## config.mk

```make
export PLATFORM = sky130hd
export DESIGN_NAME = mcbwa_ram
export DESIGN_NICKNAME = d
export VERILOG_FILES = /design/src/design/mcbwa_ram.sv
export SDC_FILE = /design/constraint.sdc
export NUM_CORES = 2
export LEC_CHECK = 0
export BUFFER_PORTS_ARGS = -buffer_cell sky130_fd_sc_hd__buf_2
export CAP_MARGIN = 20
export CORE_UTILIZATION = 57
export CTS_CLUSTER_SIZE = 24
export DETAILED_ROUTE_END_ITERATION = 10
export GPL_ROUTABILITY_DRIVEN = 0
export PLACE_DENSITY = 0.75
export SLEW_MARGIN = 20
export SYNTH_ARGS = -nofsm -noshare
export SYNTH_HDL_FRONTEND = slang
export SYNTH_SLANG_ARGS = --single-unit
```

## constraint.sdc

```tcl
create_clock -name clk -period 2.5 [get_ports clk]
set_input_delay 0.125 -clock clk [delete_from_list [all_inputs] [get_ports clk]]
set_output_delay 0.125 -clock clk [all_outputs]
set_load 0.005 [all_outputs]
```

## src/design/mcbwa_ram.sv

```systemverilog
// Generic single-clock RAM with one write port and one registered read port.
// Used for the block accumulator store and the window ring store.
// No package dependencies.

module mcbwa_ram #(
    parameter int WIDTH = 12,
    parameter int DEPTH = 320
) (
    input  logic                                      clk,
    input  logic                                      we,
    input  logic [((DEPTH > 1) ? $clog2(DEPTH) : 1)-1:0] waddr,
    input  logic [WIDTH-1:0]                          wdata,
    input  logic                                      re,
    input  logic [((DEPTH > 1) ? $clog2(DEPTH) : 1)-1:0] raddr,
    output logic [WIDTH-1:0]                          rdata
);

    logic [WIDTH-1:0] mem [DEPTH];

    // Write first in program order; a read of the same address returns old data.
    always_ff @(posedge clk)
    begin
        if (we)
        begin
            mem[waddr] <= wdata;
        end
        if (re)
        begin
            rdata <= mem[raddr];
        end
    end

endmodule

```

==> parameters.txt <==
Parameter                              Value

Run status
  Outcome    complete, but fails checks
  Failing checks    negative setup slack

Detailed routing
  Routed met1 length    134,900 um
  DRC viols    0
  Highest routing layer actually used    met5
  First-pass iteration count of the detailed router    6
  DR WL met3    39,940 um
  Routed length on met2    183,900 um
  Final wirelength    377,900 um
  Detail Route Antenna Nets    0
  Vias    76,730
  DR WL/cell    32.75 um
  Number of DRC violations after detailed-routing iteration 0    10,380
  Routed via count divided by cell count    6.651

Clock network
  H-tree Lvls    5
  CTS tree    built
  Largest buffer count on any clock path    4
  Worst-Skew Late Latency    1.00 ns
  Buffer cell driving the clock tree root    sky130_fd_sc_hd__clkbuf_16
  TritonCTS Buffers    377
  Clock Pin Slew Worst Setup and Hold Paths    0.06 ns
  TritonCTS sink count    3,852

Yosys
  Avg Inst Size Synth    21.60 um^2
  Sequential fraction of the synthesis area    0.7785
  Fraction of registers with async set/reset    0
  Number of synthesized register bits    3,852
  Number of enable flip-flop cells after synthesis    3,852
  Distinct cell type count of the synthesized netlist    53
  Top flip-flop cell by instance count after synthesis    sky130_fd_sc_hd__edfxtp_1
  Post-synthesis cell area    0.1486 mm^2
  Mapped Nets    6,910
  Post-Synthesis Cells    6,877
  Warnings, synthesis    0

Min path
  End point of the worst hold path    mem[152][2]$_DFFE_PP_
  Worst hold start    waddr[2]
  Number of cells traversed by the worst hold path    5
  Worst min-delay path class    in2reg

Pwr
  P_leak    56.57 nW
  Power density of the placed cells    773.0 mW/mm^2
  IR Drop Worst-Case VDD    0.8623 mV

Setup path
  Worst-path maximum fanout    2
  Critical path type    reg2reg
  Source of the worst register-to-register timing path    mem[17][5]$_DFFE_PP_
  Register-to-register setup slack    -0.34 ns
  Required time worst endpoint    3.20 ns
  Kind of capture point of the worst setup path    flip-flop
  Crit Reg-Reg Endpoint    rdata[5]$_DFFE_PP_
  Critical path data arrival time    3.53 ns
  Element type at the critical path start    flip-flop
  Worst r2r path cells    8

Timing
  Clk_skew    0.05688 ns
  Final period utilization    1.135
  Post-layout worst setup margin    -0.3368 ns
  Number of pins with negative max-slew slack in the final report    0
  Hold violation total from the final report    0
  Post-route worst hold slack    0.04202 ns
  Transition at the pin with the smallest max-transition slack    1.158 ns
  Final setup violation count    12
  Setup repair after global routing missed its margin    true
  Max Clock Freq    0.3525 GHz
  Worst max-slew margin expressed relative to the limit    0.2262
  Final critical delay including setup and external delays    2.837 ns

Finish
  Area of the multi-input gates    0.03139 mm^2
  Seq. cell area    0.1157 mm^2
  Final non-filler cell area    0.1730 mm^2
  Number of nets in the layout    7,884
  Number of fillers in the final layout    15,470
  Fraction of layout instances using a drive strength above 1    0.3006
  Highest-count cells in the layout ignoring fill and taps    sky130_fd_sc_hd__edfxtp_1, sky130_fd_sc_hd__buf_4, sky130_fd_sc_hd__mux4_2
  Most common cell after layout, fill and taps aside    sky130_fd_sc_hd__edfxtp_1
  Area growth from synthesis to layout    16.42%

Global routing
  First-pass GRT wire length    544,600 um
  Vias in the first global route    77,480
  GRT Residual Overflow    0
  Antenna violations before repair    15
  Pin count of the biggest net entering global routing    101
  Combined global-route utilization of all metal layers    0.2887

Flow run
  Maxcap violations    0

Floorplan
  Die Outline Area    0.2627 mm^2
  Die boundary width    512.5 um
  Starting Density    0.5726
  Total number of placement rows    187
  Die H    512.5 um
  Area of the placeable core    0.2595 mm^2
  I/O pin count    45

Placement
  Instance area at placement    0.1603 mm^2
  Port Buffers    44
  HPWL after detailed placement    227,700 um
-- worst max path at each step --
stage / from / end / cells past startpoint
after detailed placement: raddr[1] / rdata[10]$_DFFE_PP_ / 10
after CTS: mem[37][5]$_DFFE_PP_ / rdata[5]$_DFFE_PP_ / 10
final: mem[17][5]$_DFFE_PP_ / rdata[5]$_DFFE_PP_ / 8
after global placement: raddr[0] / rdata[0]$_DFFE_PP_ / 10
after global routing: mem[37][5]$_DFFE_PP_ / rdata[5]$_DFFE_PP_ / 10
after floorplan: raddr[0] / rdata[10]$_DFFE_PP_ / 7
-- logic make-up after synthesis --
family | share of synthesized area
AOI/OAI and AO/OA | 0.03114
buffers and inverters | 0.01533
DFF | 0.7785
muxes | 0.1578
and+or+nand+nor | 0.01718
-- per-layer routing --
layer  GRT usage  vias to the layer above
met5           0                        -
met4      0.1303                        2
li1            -                    30870
met3     0.05398                      884
met2      0.4639                     5058
met1      0.3889                    39910
-- cells in the mapped netlist, drive strengths merged (23+ instances only) --
cell	n	area, um^2
a22oi	143	1074
a21oi	94	470.5
o21ai	50	250.2
buf	219	1435
a221oi	47	411.6
mux2	46	518.0
mux4	777	17500
a22o	90	788.3
nor3	23	115.1
edfxtp	3852	115700
mux2i	542	5425
clkbuf	206	773.2
o221ai	67	586.8
nor2	358	1344
a31oi	47	294.0
nand3	52	260.3
nand2	103	386.6
-- report_power, final --
group          total (W)  internal, W  switching [W]
clock             0.0552       0.0318         0.0234
sequential        0.0712       0.0711      0.0000486
combinational    0.00730      0.00290        0.00440
total              0.134        0.106         0.0279
-- what timing repair did --
action	in CTS	in global routing
endpoints found under the hold margin	3137	4
buffers inserted	0	0
resized for setup	81	42
endpoints found under the setup margin	12	12
pin swaps	24	30
hold buffers	21	1
-- critical path, stage by stage (launching register included) --
cell and delay [ns]:
sky130_fd_sc_hd__edfxtp_1 0.37, sky130_fd_sc_hd__mux4_2 0.50, sky130_fd_sc_hd__o221ai_1 0.29, sky130_fd_sc_hd__nand2_1 0.22
sky130_fd_sc_hd__o311ai_4 0.40, sky130_fd_sc_hd__buf_4 0.19, sky130_fd_sc_hd__a31oi_1 0.09, sky130_fd_sc_hd__buf_4 0.19
sky130_fd_sc_hd__o41a_1 0.31
-- cell type report --
class | instances | share of cell area
antenna | 10 | 0.0001447
clock buffer | 443 | 0.05646
clock inverter | 209 | 0.01190
inverter | 2 | 0.00004340
multi-input combinational | 2591 | 0.1815
sequential | 3852 | 0.6687
tap | 3402 | 0.02461
timing repair buffer | 1027 | 0.05667
-- registers in the layout, summed over array words and instances, names as in the netlist --
register / count
rdata: 12
mem: 3840
-- per-stage QoR --
step	setup WS, ns	TNS (ns)	power (W)	utilization	instances
3_3_place_gp	-1.556	-13.93	0.07933	0.6177	10860
6_report	-0.3368	-2.536	0.1337	0.6666	11540
2_1_floorplan	0.0004088	0	0.07583	-	6877
3_5_place_dp	-1.363	-12.75	0.07950	0.6178	10860
5_1_grt	-0.3331	-2.914	0.1366	0.6666	11530
4_1_cts	-0.3128	-3.070	0.1339	0.6657	11530
(Power assumes the default switching activity.)
