--- config.mk ---
export PLATFORM = sky130hd
export DESIGN_NAME = mcbwa_div
export DESIGN_NICKNAME = d
export VERILOG_FILES = /design/src/design/mcbwa_div.sv
export SDC_FILE = /design/constraint.sdc
export NUM_CORES = 1
export LEC_CHECK = 0
export BUFFER_PORTS_ARGS = -buffer_cell sky130_fd_sc_hd__buf_2
export CAP_MARGIN = 20
export CORE_ASPECT_RATIO = 0.9
export CORE_MARGIN = 1
export CORE_UTILIZATION = 41
export CTS_CLUSTER_DIAMETER = 50
export DETAILED_ROUTE_END_ITERATION = 7
export GPL_TIMING_DRIVEN = 0
export HOLD_SLACK_MARGIN = 0.15
export PLACE_DENSITY = 0.65
export RECOVER_POWER = 25
export SLEW_MARGIN = 10
export SYNTH_ARGS = -nofsm -noshare
export SYNTH_HDL_FRONTEND = slang
export SYNTH_SLANG_ARGS = --single-unit
--- constraint.sdc ---
create_clock -name clk -period 5.2 [get_ports clk]
set_input_delay 1.04 -clock clk [delete_from_list [all_inputs] [get_ports clk]]
set_output_delay 1.04 -clock clk [all_outputs]
set_load 0.02 [all_outputs]
--- src/design/mcbwa_div.sv ---
// Iterative restoring divider, one quotient bit per cycle.
// The caller guarantees the quotient fits in QUO_W bits.
// Depends on nothing but its parameters.

module mcbwa_div #(
    parameter int DVD_W = 18,
    parameter int DVS_W = 7,
    parameter int QUO_W = 12
) (
    input  logic             clk,
    input  logic             rst_n,
    input  logic             start,
    input  logic [DVD_W-1:0] dividend,
    input  logic [DVS_W-1:0] divisor,
    output logic             done,
    output logic [QUO_W-1:0] quotient
);

    localparam int REM_W = DVS_W + 1;
    localparam int CNT_W = $clog2(QUO_W + 1);

    logic             busy_reg, busy_next;
    logic             done_reg, done_next;
    logic [CNT_W-1:0] cnt_reg, cnt_next;
    logic [REM_W-1:0] rem_reg, rem_next;
    logic [QUO_W-1:0] low_reg, low_next;
    logic [QUO_W-1:0] quo_reg, quo_next;
    logic [DVS_W-1:0] dvs_reg, dvs_next;

    logic [REM_W-1:0] trial;
    logic [REM_W-1:0] dvs_ext;
    logic             fits;

    // One long-division step: shift in the next dividend bit and try a subtract.
    assign trial   = {rem_reg[REM_W-2:0], low_reg[QUO_W-1]};
    assign dvs_ext = {1'b0, dvs_reg};
    assign fits    = (trial >= dvs_ext);

    // Next-state logic. The top dividend bits are known to lie below the divisor,
    // so they seed the partial remainder directly.
    always_comb
    begin
        busy_next = busy_reg;
        done_next = 1'b0;
        cnt_next  = cnt_reg;
        rem_next  = rem_reg;
        low_next  = low_reg;
        quo_next  = quo_reg;
        dvs_next  = dvs_reg;
        if (start)
        begin
            busy_next = 1'b1;
            cnt_next  = CNT_W'(QUO_W);
            rem_next  = REM_W'(dividend[DVD_W-1:QUO_W]);
            low_next  = dividend[QUO_W-1:0];
            dvs_next  = divisor;
        end
        else if (busy_reg)
        begin
            rem_next = fits ? (trial - dvs_ext) : trial;
            low_next = {low_reg[QUO_W-2:0], 1'b0};
            quo_next = {quo_reg[QUO_W-2:0], fits};
            cnt_next = cnt_reg - CNT_W'(1);
            if (cnt_reg == CNT_W'(1))
            begin
                busy_next = 1'b0;
                done_next = 1'b1;
            end
        end
    end

    // Control registers.
    always_ff @(posedge clk or negedge rst_n)
    begin
        if (!rst_n)
        begin
            busy_reg <= 1'b0;
            done_reg <= 1'b0;
            cnt_reg  <= '0;
        end
        else
        begin
            busy_reg <= busy_next;
            done_reg <= done_next;
            cnt_reg  <= cnt_next;
        end
    end

    // Datapath registers.
    always_ff @(posedge clk)
    begin
        rem_reg <= rem_next;
        low_reg <= low_next;
        quo_reg <= quo_next;
        dvs_reg <= dvs_next;
    end

    assign done     = done_reg;
    assign quotient = quo_reg;

endmodule
==> results_dict.tcl <==
set metrics [dict create \
    status "finished, final reports clean" \
    antenna_found_initial 0 \
    worstSkewPairLatency_ns 0.29 \
    setup-tns-final_ns 0 \
    die_h_um 69.9 \
    yosysTopAreaCell "edfxtp_1" \
    dp_hpwl_um 2640 \
    clock-sinks 44 \
    grt_max_degree 19 \
    synthArstFlopShare_pct 13.6 \
    area_delta_synth_final_pct 18.9 \
    diodes 0 \
    p_int_uw 758 \
    ys_types 41 \
    avgSynthCellArea_um2 13.0 \
    yosys_warnings 0 \
    hold_buffers 0 \
    max_slew_margin_pct 50.3 \
    layout_commonest_cell "buf_2" \
    fin_ws_ns 2.48 \
    wl_per_cell_um 13.5 \
    clock_skew_ns 0.00902 \
    vdd_drop_max_v 0.000234 \
    die_w_um 77.5 \
    netlist_area_mm2 0.00210 \
    ys_seq_elements 44 \
    synth.area.top_cells "edfxtp_1, dfrtp_1, mux2_2, ha_1, inv_1" \
    worstPathRequired_ns 5.12 \
    switchingPower_uw 351 \
    seq_area_frac_synth_pct 61.0 \
    dr.first_iter.drc_count 72 \
    rsz0062_at_grt "false" \
    io_pins 41 \
    finalMaxSlewViolations 0 \
    cp-start-kind "primary input" \
    rows 24 \
    ant_nets 0 \
    grt_usage_pct 15.3 \
    combPwrFrac_pct 33.8 \
    syn-num-nets 200 \
    cp.arrival_ns 2.64 \
    placed_cell_area_mm2 0.00239 \
    drive_gt1_share_pct 30.3 \
    critPathTopFamily "buffers and inverters" \
    p_clk_share_pct 23.1 \
    grt_pass1_wl_um 6170 \
    first_pass_iters 4 \
    power_density_mw_per_mm2 444 \
    layout.nets 248 \
    io_buffers 40 \
    timing.final.crit_share_pct 52.3 \
    hold_violations 0 \
    period_minus_slack_ns 2.72 \
    critical_path_class "primary input to flip-flop" \
    slowest_delay_ns 0.57 \
    hold_class "flip-flop to flip-flop" \
    dominantRegCellSynth "edfxtp_1" \
    clkTransAtPathRegs_ns 0.08 \
    setup_viol 0 \
    cts_buffer_depth 2 \
    pwr-share-seq_pct 43.1 \
    swShare_pct 31.7 \
    die-area_mm2 0.00542 \
    cts-root-buf "clkbuf_8" \
    gp_congestion 0.774 \
    synthCells 162 \
    synth_edf_count 37 \
    cp_max_fo 18 \
    cts_buffers 5 \
    hold_ws_ns 0.451 \
    grt_pass1_vias 1303 \
    routed_wl_um 3740 \
    drv_cap 0 \
    path_buf_inv 3 \
    tightest_slew_ns 0.745 \
    layoutNonFillerInstCount 276 \
    post_cts_buffers 0 \
    ctsResizeCount 0 \
    grt-ovfl-total 0 \
    endpoint_kind "flip-flop" \
    fmax_mhz 368 \
    drc_errors 0 \
    slowest_stage "inv_1" \
    yosys.area.top_type_share_pct 52.9 \
    fp.coreArea_mm2 0.00489 \
    path_cells "clkbuf_1, buf_1, nor2_1, inv_1" \
    place_ws_ns 2.36 \
    final_area_mm2 0.00250 \
    p_leak_uw 0.00102 \
    cts_tree "done" \
    start_util_pct 42.9 \
    dp.cells 268 \
    vias 1420 \
    via_per_inst 5.14 \
    htreeDepth 2 \
    final_cell_mix "buf_2, edfxtp_1, inv_1, mux2_2, nor2_1" \
]
synth_stat cells (2+ instances only):
library cell	count
edfxtp_1	37
inv_1	14
mux2_2	12
nor2_1	11
ha_1	9
nand2_1	8
o21ai_0	7
dfrtp_1	6
a31oi_1	4
nand3_1	4
xnor2_1	4
a21oi_1	3
and3_1	3
clkbuf_1	3
nor2b_1	3
a211oi_1	2
a311oi_1	2
buf_1	2
nor3b_1	2
nor4_1	2
o211ai_1	2
o21a_1	2
o221ai_1	2
cell type report:
cell class              instances  area [um^2]
fillers                       446         2390
flip-flops and latches         44         1280
multi-input cells              98          746
repair buffers                 41          209
well taps                      65         81.3
clock buffers                   6         72.6
inverters                      15         56.3
clock inverters                 2         35.0
plain buffers                   5         18.8
power by group through the flow:
stage          combinational [uW]  clock (uW)  sequential, uW
6_report                      375         256             478
4_1_cts                       372         264             479
2_1_floorplan                 279           0             492
5_1_grt                       419         274             485
3_5_place_dp                  370           0             486
3_3_place_gp                  370           0             486
routing by layer:
| layer | up-vias | global-route usage, % | routed length, um |
|---|---|---|---|
| met5 | - | 0 | 0 |
| met2 | 41 | 22.8 | 1630 |
| met3 | 4 | 3.92 | 157 |
| met4 | 0 | 6.29 | 42 |
| met1 | 679 | 21.2 | 1910 |
| li1 | 696 | - | - |
kinds of logic (layout without fill, tap and decap cells):
logic type,Yosys count,count (layout),share of synthesized area [%]
AOI/OAI and AO/OA,30,30,10.4
xor gates and xnor gates,4,4,1.67
adders and majority gates,10,10,6.31
buffers and inverters,20,69,3.57
DFF,44,44,61.0
muxes,13,13,6.90
and+or+nand+nor,41,41,10.2
stage by stage:
stage,total power (uW),util [%]
2_1_floorplan,771,-
4_1_cts,1110,51.1
3_5_place_dp,856,48.9
6_report,1110,51.1
3_3_place_gp,856,48.7
5_1_grt,1180,51.1
worst paths after layout:
check / from / endpoint / slack, ns / depth (start not counted)
max in group asynchronous: rst_n / cnt_reg[1] / 4.35 / 1
worst min register to register: quotient[1] / quotient[2] / 0.45 / 0
min in group asynchronous: rst_n / cnt_reg[2] / 0.61 / 1
worst max-delay path: start / low_reg[0] / 2.48 / 4
worst min-delay path: quotient[1] / quotient[2] / 0.45 / 0
worst max register to register: low_reg[11] / rem_reg[1] / 2.88 / 8
Power figures use the tool's default switching activity.
